File: config.mk
export PLATFORM = sky130hd
export DESIGN_NAME = bce_queue
export DESIGN_NICKNAME = d
export VERILOG_FILES = /design/src/sv/bce_pkg.sv /design/src/sv/bce_queue.sv
export SDC_FILE = /design/constraint.sdc
export NUM_CORES = 1
export LEC_CHECK = 0
export BUFFER_PORTS_ARGS = -buffer_cell sky130_fd_sc_hd__buf_2
export CELL_PAD_IN_SITES_DETAIL_PLACEMENT = 1
export CELL_PAD_IN_SITES_GLOBAL_PLACEMENT = 2
export CORE_ASPECT_RATIO = 1.2
export CORE_UTILIZATION = 36
export DETAILED_ROUTE_END_ITERATION = 8
export PLACE_DENSITY_LB_ADDON = 0.25
export SLEW_MARGIN = 10
export SYNTH_ARGS = -nofsm -noshare
export SYNTH_HDL_FRONTEND = slang
export SYNTH_SLANG_ARGS = --single-unit
File: constraint.sdc
create_clock -name clock -period 1.6 [get_ports clock]
set_input_delay 0.16 -clock clock [delete_from_list [all_inputs] [get_ports clock]]
set_output_delay 0.16 -clock clock [all_outputs]
set_load 0.05 [all_outputs]
File: src/sv/bce_pkg.sv
// ----------------------------------------------------------------------------
// bce_pkg
// types and constants of the bezier curve evaluator
// ----------------------------------------------------------------------------
`timescale 1ns / 1ps

package bce_pkg;

   localparam int T_FRAC     = 16;
   localparam int T_W        = T_FRAC + 1;
   localparam int ADDR_W     = 5;
   localparam int LEN_W      = 24;

   localparam logic [T_W-1:0]   T_ONE   = 17'h10000;
   localparam logic [LEN_W-1:0] LEN_MAX = 24'hFFFFFF;

   localparam logic OP_EVAL   = 1'b0;
   localparam logic OP_LENGTH = 1'b1;

   localparam logic [2:0] REG_START   = 3'd0;
   localparam logic [2:0] REG_END     = 3'd1;
   localparam logic [2:0] REG_CTRL1   = 3'd2;
   localparam logic [2:0] REG_CTRL2   = 3'd3;
   localparam logic [2:0] REG_DEGREE  = 3'd4;

   typedef struct packed {
      logic            opcode;
      logic [T_W-1:0]  param_value;
   } req_type;

   typedef struct packed {
      logic signed [15:0] point_x;
      logic signed [15:0] point_y;
      logic [LEN_W-1:0]   curve_length;
      logic               bad_step;
   } rsp_type;

   typedef struct packed {
      logic [31:0] start_point;
      logic [31:0] end_point;
      logic [31:0] control_one;
      logic [31:0] control_two;
      logic        degree_mode;
   } cfg_type;

   typedef enum logic [1:0] {
      JOB_POINT,
      JOB_LENGTH,
      JOB_BAD_STEP
   } job_kind_type;

   typedef struct packed {
      job_kind_type    kind;
      logic [T_W-1:0]  param;
   } job_type;

   typedef enum logic [3:0] {
      ST_IDLE,
      ST_SQUARE_T,
      ST_WEIGHT,
      ST_PRODUCT,
      ST_SUM,
      ST_DELTA,
      ST_LOAD,
      ST_ROOT,
      ST_ACCUM,
      ST_DONE
   } eng_state_type;

endpackage

File: src/sv/bce_queue.sv
// ----------------------------------------------------------------------------
// bce_queue
// two-entry job queue between front and engine
// ----------------------------------------------------------------------------
`timescale 1ns / 1ps

module bce_queue (
   input  logic             clock,
   input  logic             reset,
   input  logic             push,
   input  bce_pkg::job_type push_job,
   output logic             full,
   input  logic             pop,
   output logic             not_empty,
   output bce_pkg::job_type head_job
);
   import bce_pkg::*;

   job_type    slot_ff [2];
   logic       wr_ptr_ff, wr_ptr_in;
   logic       rd_ptr_ff, rd_ptr_in;
   logic [1:0] count_ff, count_in;
   logic       do_pop;

   always_comb begin
      full      = (count_ff == 2'd2);
      not_empty = (count_ff != 2'd0);
      head_job  = slot_ff[rd_ptr_ff];
      do_pop    = pop && not_empty;
      wr_ptr_in = wr_ptr_ff ^ push;
      rd_ptr_in = rd_ptr_ff ^ do_pop;
      count_in  = count_ff + {1'b0, push} - {1'b0, do_pop};
   end

   always_ff @(posedge clock) begin
      if (reset) begin
         wr_ptr_ff <= 1'b0;
         rd_ptr_ff <= 1'b0;
         count_ff  <= 2'd0;
      end else begin
         wr_ptr_ff <= wr_ptr_in;
         rd_ptr_ff <= rd_ptr_in;
         count_ff  <= count_in;
      end
   end

   always_ff @(posedge clock) begin
      if (push) begin
         slot_ff[wr_ptr_ff] <= push_job;
      end
   end

endmodule

==> results.cfg <==
[critical_path]
worst_setup_path_start_kind = flip-flop
required_ns = 1.44
rrSetupSlack_ns = 0.20
critPathMaxStageDelay_ns = 0.36
critPathMaxFanout = 11
cp_cell_sequence = buf_4 > mux2_2 > buf_2
r2r_start = count_ff[1]$_SDFF_PP0_
crit_slowest_cell = mux2_2
reg2regPathDepth = 6
endpoint_kind = output pin
cp_data_arrival_time_ns = 1.38
path_class = flip-flop to output pin
r2r-end = count_ff[1]$_SDFF_PP0_

[sta]
hold_viol_final = 0
period_minus_slack_ns = 1.543
setup_ws_ns = 0.05673
drv_slew = 0
rsz0062_at_grt = true
holdWs_ns = 0.05805
tns_ns = 0
skew_ns = 0.008050
setup_viol = 0
final.period_utilization = 0.9645
clock.fmax_ghz = 0.6480
relSlewSlack = 0.8288
tightest_slew_ns = 0.2586

[yosys]
postSynthCellCount = 80
synth_seq_area_share = 0.7667
syn_avg_cell_area_um2 = 19.91
ys_ff_latch = 42
synth_cell_types = 12
yosys_warnings = 0
syn_nets = 107
syn_area_um2 = 1593

[placement]
placed_area_um2 = 1908
gp_congestion = 0.6603
numPlacedInstances = 183
place_hpwl_um = 1922
pre_cts_slack_ns = 0.1920
numPortBuffers = 43

[global_routing]
grt_antenna_before_repair = 0
grt_pass1_vias = 873
grt_util_all_layers = 0.1232
grt_pass1_wl_um = 4105
grt_max_degree = 13
overflow = 0

[clock_tree]
cts_made_buffers = 5
clock-sinks = 42
cts_tree = built
clockBufferDepth = 2
clockRootBuffer = clkbuf_8
htreeDepth = 2
clkTransAtPathRegs_ns = 0.07
worstSkewPairLatency_ns = 0.29

[min_path]
min-delay-start = push_job[4]
min_path_type = primary input to flip-flop
min_to = slot_ff[1][4]$_DFFE_PP_
min_path_cells = 1

[route]
drt-pass1-iter-count = 2
drc_errors = 0
via_count = 851
detail_route.iter0.violations = 29
wl_per_cell_um = 13.60
drt_wl_total_um = 2597
via_per_inst = 4.455
ant_nets = 0

[die]
start_util = 0.3738
pin_count = 44
die_w_um = 62.72
die-area_um2 = 4696
die_h_um = 74.87
num_rows = 26
core_um2 = 4262

[final_layout]
fin_nets = 161
num_antenna_cells = 0
drive_above_1_share = 0.5630
area_delta_synth_final_pct = 24.90
design_area_um2 = 1989
stdcell_count = 191

[run_status]
status = completed

[pwr]
peakVddDrop_v = 0.0006658
power_density_nw_per_um2 = 1534
power_leakage_nw = 0.7860

[run]
drv_cap = 0
## routing by layer
layer  global-route usage  up-vias  part of all wire
met3              0.05000        5             0.062
met5                    0        -                 0
met1               0.1281      404              0.37
met2               0.2222       35              0.55
met4              0.05426        0             0.015
li1                     -      407                 -
## worst max-delay path by stage
stage | from | endpoint | slack [ns] | cells past startpoint
final | rd_ptr_ff$_SDFF_PP0_ | head_job[1] | 0.06 | 3
after global routing | rd_ptr_ff$_SDFF_PP0_ | head_job[8] | -0.01 | 3
after CTS | rd_ptr_ff$_SDFF_PP0_ | head_job[1] | 0.03 | 3
after detailed placement | count_ff[1]$_SDFF_PP0_ | count_ff[1]$_SDFF_PP0_ | 0.19 | 6
after global placement | count_ff[1]$_SDFF_PP0_ | count_ff[1]$_SDFF_PP0_ | 0.28 | 6
after floorplan | count_ff[1]$_SDFF_PP0_ | count_ff[1]$_SDFF_PP0_ | 0.30 | 6
## where the power goes
group,internal (mW),total [mW],switching [mW]
clock,0.299,0.621,0.322
combinational,0.379,1.10,0.716
sequential,1.30,1.34,0.0375
total,1.98,3.05,1.08
## worst max-delay path, delay by kind of cell (launching register included)
kind	cells	cell delay, ns
buf+inv	2	0.41
mux	1	0.36
flops	1	0.33
## Yosys cell counts
cell	n	area, um2
edfxtp_1	38	1141
mux2_2	19	214.0
dfxtp_1	4	80.08
ha_1	4	50.05
inv_1	3	11.26
nor2_1	3	11.26
nor2b_1	3	18.77
buf_4	2	15.01
mux2_4	1	15.01
o21a_1	1	7.510
or2_2	1	6.260
xnor3_1	1	22.52
## cells by family (layout without fill, tap and decap cells)
family                   after synthesis  in the layout  share of synthesized area
flip-flops                            42             42                     0.7667
multiplexers                          20             20                     0.1438
AND/OR/NAND/NOR                        7              7                    0.02278
buffers and inverters                  5             60                    0.01649
adder cells (fa/ha/maj)                4              4                    0.03142
AO/OA/AOI/OAI                          1              1                   0.004715
XOR/XNOR                               1              1                    0.01414
## registers in the layout, indices dropped and copies added (netlist names)
signal,count
count_ff,2
wr_ptr_ff,1
rd_ptr_ff,1
slot_ff,38
## stage by stage
step / power, mW / utilization
after detailed placement: 2.478 / 0.4477
after floorplan: 2.235 / -
after global routing: 3.199 / 0.4668
final: 3.052 / 0.4668
after global placement: 2.443 / 0.4477
after CTS: 3.105 / 0.4668
## cell type report
type / instances / area, um2
Clock buffer: 6 / 72.57
Clock inverter: 2 / 8.758
Fill cell: 444 / 2272
Inverter: 3 / 11.26
Multi-Input combinational cell: 33 / 345.3
Sequential cell: 42 / 1221
Tap cell: 56 / 70.07
Timing Repair Buffer: 49 / 260.3
## layout by cell type, fill, tap and decap left out
master / n
xnor3_1: 1
nor2b_1: 3
ha_1: 4
clkinv_1: 1
nor2_1: 3
clkbuf_8: 5
mux2_2: 19
clkinv_2: 1
edfxtp_1: 38
inv_1: 3
mux2_4: 1
buf_4: 6
buf_2: 43
clkbuf_1: 1
o21a_1: 1
dfxtp_1: 4
or2_2: 1
## timing repair
action | 4_1_cts | 5_1_grt
buffers inserted | 0 | 0
setup endpoints to repair | 0 | 9
resized for setup | 0 | 0
hold buffers | 0 | 0
No activity file was read; power rests on OpenSTA's default activity.
