**src/sv/bce_pkg.sv**
```systemverilog
// ----------------------------------------------------------------------------
// bce_pkg
// types and constants of the bezier curve evaluator
// ----------------------------------------------------------------------------
`timescale 1ns / 1ps

package bce_pkg;

   localparam int T_FRAC     = 16;
   localparam int T_W        = T_FRAC + 1;
   localparam int ADDR_W     = 5;
   localparam int LEN_W      = 24;

   localparam logic [T_W-1:0]   T_ONE   = 17'h10000;
   localparam logic [LEN_W-1:0] LEN_MAX = 24'hFFFFFF;

   localparam logic OP_EVAL   = 1'b0;
   localparam logic OP_LENGTH = 1'b1;

   localparam logic [2:0] REG_START   = 3'd0;
   localparam logic [2:0] REG_END     = 3'd1;
   localparam logic [2:0] REG_CTRL1   = 3'd2;
   localparam logic [2:0] REG_CTRL2   = 3'd3;
   localparam logic [2:0] REG_DEGREE  = 3'd4;

   typedef struct packed {
      logic            opcode;
      logic [T_W-1:0]  param_value;
   } req_type;

   typedef struct packed {
      logic signed [15:0] point_x;
      logic signed [15:0] point_y;
      logic [LEN_W-1:0]   curve_length;
      logic               bad_step;
   } rsp_type;

   typedef struct packed {
      logic [31:0] start_point;
      logic [31:0] end_point;
      logic [31:0] control_one;
      logic [31:0] control_two;
      logic        degree_mode;
   } cfg_type;

   typedef enum logic [1:0] {
      JOB_POINT,
      JOB_LENGTH,
      JOB_BAD_STEP
   } job_kind_type;

   typedef struct packed {
      job_kind_type    kind;
      logic [T_W-1:0]  param;
   } job_type;

   typedef enum logic [3:0] {
      ST_IDLE,
      ST_SQUARE_T,
      ST_WEIGHT,
      ST_PRODUCT,
      ST_SUM,
      ST_DELTA,
      ST_LOAD,
      ST_ROOT,
      ST_ACCUM,
      ST_DONE
   } eng_state_type;

endpackage

```
**src/sv/bce_front.sv**
```systemverilog
// ----------------------------------------------------------------------------
// bce_front
// accepts requests, sorts them into jobs and clamps the curve parameter
// ----------------------------------------------------------------------------
`timescale 1ns / 1ps

module bce_front (
   input  bce_pkg::req_type req_data,
   input  logic             req_valid,
   output logic             req_ready,
   input  logic             q_full,
   output logic             q_push,
   output bce_pkg::job_type q_job
);
   import bce_pkg::*;

   always_comb begin
      req_ready = !q_full;
      q_push    = req_valid && !q_full;
      q_job     = '{kind: JOB_POINT, param: req_data.param_value};
      if (req_data.opcode == OP_LENGTH) begin
         q_job.kind = (req_data.param_value == '0) ? JOB_BAD_STEP : JOB_LENGTH;
      end else if (req_data.param_value > T_ONE) begin
         q_job.param = T_ONE;
      end
   end

endmodule

```
**config.mk**
```make
export PLATFORM = sky130hd
export DESIGN_NAME = bce_front
export DESIGN_NICKNAME = d
export VERILOG_FILES = /design/src/sv/bce_pkg.sv /design/src/sv/bce_front.sv
export SDC_FILE = /design/constraint.sdc
export NUM_CORES = 1
export LEC_CHECK = 0
export ABC_AREA = 1
export CORE_AREA = 5 5 42 44
export DETAILED_ROUTE_END_ITERATION = 10
export DIE_AREA = 0 0 47 49
export DONT_BUFFER_PORTS = 1
export PLACE_DENSITY = 0.44
export SETUP_SLACK_MARGIN = 0.05
export SYNTH_ARGS = -nofsm -noshare
export SYNTH_HDL_FRONTEND = slang
export SYNTH_SLANG_ARGS = --single-unit
```
**constraint.sdc**
```tcl
create_clock -name vclk -period 0.8
set_input_delay 0.04 -clock vclk [all_inputs]
set_output_delay 0.04 -clock vclk [all_outputs]
set_load 0.005 [all_outputs]
```
==> results of run 1 <==
report_power, final:
part	internal, W	total (W)	leakage (nW)	switching, W
Combinational	0.0000890	0.000203	0.258	0.000114
Sequential	0	0	0	0
Clock	0	0	0	0
Total	0.0000890	0.000203	0.258	0.000114
layout by cell type (no fill, tap or decap):
cell type | Yosys | final
nor2_2 | 2 | 4
nand2_4 | 0 | 1
buf_4 | 1 | 4
nor2_4 | 0 | 7
nand3_2 | 0 | 1
nand2_1 | 5 | 2
nor2_1 | 11 | 2
nand2_2 | 1 | 3
inv_1 | 21 | 21
buf_12 | 0 | 2
a21oi_4 | 1 | 16
cell families after synthesis:
logic type,after synthesis
buffers and inverters,24
and+or+nand+nor,20
AOI/OAI and AO/OA,16
final timing paths:
check,startpoint,endpoint,slack [ns],depth (start not counted)
setup / recovery,req_data[15],q_job[14],0.04,6
hold / removal,req_data[16],q_job[16],0.08,0
final cells by class:
cell class                 instances  area, um^2
tap                               16        20.0
fill                             147         813
multi-input combinational         36         419
inverter                          21        78.8
timing repair buffer               6        70.1
synth_stat cells, drive strengths merged:
cell type / instances / area, um^2
nor2: 13 / 53.8
inv: 21 / 78.8
buf: 3 / 23.8
nand3: 1 / 5.00
nand2: 6 / 25.0
a21oi: 16 / 125
stage by stage:
step | instances | util [%] | total power [W] | worst slack (ns) | hold WS, ns
final | 79 | 42.0 | 0.000203 | 0.0405 | 0.0800
after global routing | 79 | 42.0 | 0.000221 | -0.0103 | 0.0800
after CTS | 79 | 31.9 | 0.000160 | 0.0350 | 0.0801
after detailed placement | 79 | 25.2 | 0.000125 | 0.0145 | 0.0801
after global placement | 79 | 25.2 | 0.000124 | 0.0160 | 0.0801
after floorplan | 60 | - | 0.000107 | 0.0628 | 0.107
repair_timing:
| item | 4_1_cts | 5_1_grt |
|---|---|---|
| gates resized for setup | 20 | 28 |
| setup endpoints to repair | 16 | 18 |
| pin swaps | 7 | 8 |
routing by layer:
| metal | vias to the layer above | track usage [%] | part of all wire, % |
|---|---|---|---|
| met1 | 161 | 8.04 | 31 |
| met2 | 27 | 16.1 | 54 |
| met3 | 0 | 1.11 | 15 |
| li1 | 179 | - | - |
| met4 | 0 | 0 | 0 |
| met5 | - | 0 | 0 |
==> results.json, run 1 <==
{
  "min_period_ns": 0.759,
  "holdBufCountCts": 0,
  "synth_xor_area_share_pct": 0,
  "fin_setup_tns_ns": 0,
  "worst_pin_slew_ns": 0.234,
  "grt_use_total_pct": 7.79,
  "seqCellArea_um2": 0,
  "slowest_delay_ns": 0.16,
  "cp_max_fo": 8,
  "wire_per_inst_um": 12.5,
  "post-dp-hpwl_um": 774,
  "antenna_found_initial": 0,
  "seq_cells": 0,
  "drc": 0,
  "drt_iter0_drc": 1,
  "synth_mux_area_share_pct": 0,
  "drv_slew": 0,
  "cp-start-kind": "input pin",
  "leakagePower_nw": 0.258,
  "critical-path-slowest-cell": "buf_12",
  "die_area_um2": 2300,
  "grt_start_max_net_pins": 9,
  "placed_area_um2": 353,
  "area_growth_pct": 88.8,
  "cp.arrival_ns": 0.72,
  "n_antenna_cell": 0,
  "status": "finished, final reports clean",
  "grt_pass1_vias": 368,
  "postRouteAntennaNets": 0,
  "fmax_ghz": 1.32,
  "clock_buffers": 0,
  "ir_drop_uv": 145,
  "stdcell_area_um2": 588,
  "powerDensity_nw_per_um2": 345,
  "yosys_warnings": 0,
  "path_cells": "nor2_2 -> nand2_1 -> nor2_4 -> nand2_4 -> buf_12 -> a21oi_4",
  "endpoint_kind": "output port",
  "dr.pass1.iters": 3,
  "via_per_inst": 4.65,
  "wl_um": 989,
  "postCtsSetupBuffers": 0,
  "std_cell_rows": 14,
  "yosys.cell_types.count": 12,
  "syn_nets": 80,
  "syn_area_um2": 312,
  "final_nets": 85,
  "grt_setup_unrepaired": "yes",
  "postSynthAreaPerCell_um2": 5.19,
  "gp_congestion": 0.619,
  "synthCells": 60,
  "top_level_ports": 41,
  "yosysSeqAreaShare_pct": 0,
  "synth-simple-area-share_pct": 26.9,
  "crit_buf_inv": 1,
  "die_h_um": 49,
  "path_class": "input pin to output port",
  "fin_crit_sh_pct": 94.9,
  "core_um2": 1400,
  "synthAdderAreaFrac_pct": 0,
  "setup_violations": 0,
  "critPathRequiredTime_ns": 0.76,
  "finalHoldViolCount": 0,
  "fp.dieW_um": 47,
  "synth_compound_area_share_pct": 40.2,
  "worst_hold_path_type": "input pin to output port",
  "cap_viol_max_count": 0,
  "overflow": 0,
  "synth_top_family_by_area": "compound AO/OA/AOI/OAI gates",
  "slew-limit-headroom_pct": 84.4,
  "cp_top_family": "simple AND/OR/NAND/NOR gates",
  "vias": 367,
  "drive_gt1_share_pct": 60.3,
  "start_util_pct": 22.2,
  "grt_pass1_wl_mm": 1.46,
  "port_buffers": 0
}
Note: power is estimated with default switching activity, not from simulation.
==> run 2, diff against run 1 <==
--- a/config.mk
+++ b/config.mk
@@ -5,12 +5,13 @@
 export SDC_FILE = /design/constraint.sdc
 export NUM_CORES = 1
 export LEC_CHECK = 0
-export ABC_AREA = 1
+export ABC_AREA = 0
 export CORE_AREA = 5 5 42 44
 export DETAILED_ROUTE_END_ITERATION = 10
 export DIE_AREA = 0 0 47 49
 export DONT_BUFFER_PORTS = 1
-export PLACE_DENSITY = 0.44
+export GPL_ROUTABILITY_DRIVEN = 0
+export PLACE_DENSITY = 0.36
 export SETUP_SLACK_MARGIN = 0.05
 export SYNTH_ARGS = -nofsm -noshare
 export SYNTH_HDL_FRONTEND = slang
==> run 2 against run 1 <==
The run now ends with setup timing left. Routed wire length shrank 23%. Utilization shrank 15 points. Area after synthesis shrank 31%. Clock-buffer cell count is the same. Maximum frequency shrank 17%. Flip-flop and latch count is the same. Critical path depth shrank 2. Setup slack lost 0.16 ns. Via count shrank 35%.
==> results.json, run 2 <==
{
  "endpoint_kind": "output port",
  "die_h_um": 49,
  "yosys.cell_types.count": 14,
  "drc": 0,
  "syn_area_um2": 215,
  "grt_setup_unrepaired": "yes",
  "n_antenna_cell": 0,
  "postRouteAntennaNets": 0,
  "overflow": 0,
  "synthCells": 29,
  "grtUsageMet1_pct": 6.52,
  "dp.cells": 48,
  "std_cell_rows": 14,
  "post-dp-hpwl_um": 728,
  "port_buffers": 0,
  "finalWorstSetupSlack_ns": -0.119,
  "crit_buf_inv": 1,
  "fp.dieW_um": 47,
  "fmax_ghz": 1.09,
  "dr.pass1.iters": 1,
  "worst_pin_slew_ns": 0.260,
  "grt-busiest-layer": "met2",
  "top_level_ports": 41,
  "worst_hold_path_type": "input pin to output port",
  "min_period_ns": 0.919,
  "holdWs_ns": 0.0801,
  "cap_viol_max_count": 0,
  "seqCellArea_um2": 0,
  "wire_per_inst_um": 15.8,
  "critPathRequiredTime_ns": 0.76,
  "grt_start_max_net_pins": 7,
  "ir_drop_uv": 92.0,
  "final_cells": 48,
  "fin_setup_tns_ns": -1.27,
  "layout_common_cells": "nor2b_4, nor4_4, buf_4",
  "leakagePower_nw": 0.138,
  "drt_iter0_drc": 0,
  "syn_nets": 49,
  "cp.arrival_ns": 0.88,
  "synthDominantCellAreaShare_pct": 32.6,
  "synth_top_area_cell": "nor2b_2",
  "start_util_pct": 15.4,
  "final_nets": 54,
  "synth_common_cells": "nor2b_2, nor4_1, and2_1, nor2b_1, and2b_2",
  "cp-start-kind": "input pin",
  "via_per_inst": 4.94,
  "vias": 237,
  "yosys_warnings": 0,
  "postSynthAreaPerCell_um2": 7.42,
  "finalHoldViolCount": 0,
  "area_growth_pct": 73.8,
  "drive_gt1_share_pct": 78.1,
  "antenna_found_initial": 0,
  "yosysMostFrequentCell": "nor2b_2",
  "stdcell_area_um2": 374,
  "yosysSeqAreaShare_pct": 0,
  "slew-limit-headroom_pct": 82.5,
  "gr-usage-met3_pct": 0,
  "slowest_delay_ns": 0.30,
  "fin_crit_sh_pct": 115,
  "grt_use_total_pct": 5.40,
  "core_um2": 1400,
  "path_class": "input pin to output port",
  "setup_violations": 14,
  "wl_um": 760,
  "grt_pass1_vias": 241,
  "status": "finished, violations left",
  "clock_buffers": 0,
  "grt_pass1_wl_mm": 1.00,
  "path_cells": "nor4_4 -> a41oi_2 -> buf_4 -> nor2b_2",
  "die_area_um2": 2300,
  "drv_slew": 0,
  "synthTopCellsByArea": "nor2b_2, nor4_1, and2_1",
  "powerDensity_nw_per_um2": 377,
  "seq_cells": 0,
  "postCtsSetupBuffers": 0,
  "cp_max_fo": 4,
  "violations": "setup timing",
  "critical-path-slowest-cell": "nor4_4",
  "cp_top_family": "simple AND/OR/NAND/NOR gates",
  "placed_area_um2": 330,
  "final_common_cell": "nor2b_4",
  "grtUsageMet2_pct": 10.6
}
[run 2: cell types whose count changed in the layout (fill, tap and decap cells not counted), sizes merged, moves of 2 or more]
cell   delta
nor2     -13
inv      -20
and2b     +2
nor4      +4
and2      +4
nand2     -6
nor2b    +11
a21oi    -16
[run 2: power by group]
part / switching [W] / total, W / internal [W]
clock: 0 / 0 / 0
sequential: 0 / 0 / 0
combinational: 0.0000576 / 0.000141 / 0.0000835
total: 0.0000576 / 0.000141 / 0.0000835
[run 2: path summary, 6_finish.rpt]
kind	end	start	slack [ns]	cells after the start
worst max-delay path	q_job[15]	req_data[12]	-0.12	4
worst min-delay path	q_job[16]	req_data[16]	0.08	0
[run 2: kinds of logic (layout without fill, tap and decap cells)]
| kind of cell | after synthesis | in the layout | synth area share (%) |
|---|---|---|---|
| AND/OR/NAND/NOR | 24 | 24 | 83.7 |
| AO/OA/AOI/OAI | 2 | 2 | 7.56 |
| buffers and inverters | 3 | 6 | 8.72 |
[run 2: cell type report]
cell class / instances / area, um^2
inverter: 1 / 3.75
tap: 16 / 20.0
fill: 161 / 1030
multi-input combinational: 26 / 309
timing repair buffer: 5 / 41.3
[run 2: per-layer routing]
layer / share of wire [%] / up-vias
met4: 0 / 0
met2: 55 / 21
li1: - / 106
met3: 14 / 0
met5: 0 / -
met1: 31 / 110
[run 2: per-stage QoR]
stage / worst slack (ns) / total power, W / utilization, %
global route: -0.204 / 0.000153 / 26.7
detailed placement: -0.150 / 0.000121 / 23.6
CTS: -0.132 / 0.000139 / 26.0
finish: -0.119 / 0.000141 / 26.7
global placement: -0.150 / 0.000121 / 23.6
floorplan: -0.0107 / 0.0000998 / -
[run 2: repair_timing]
action | 4_1_cts | 5_1_grt
setup endpoints to repair | 14 | 14
hold buffers | 0 | 0
pin swaps | 3 | 2
resized for setup | 7 | 2
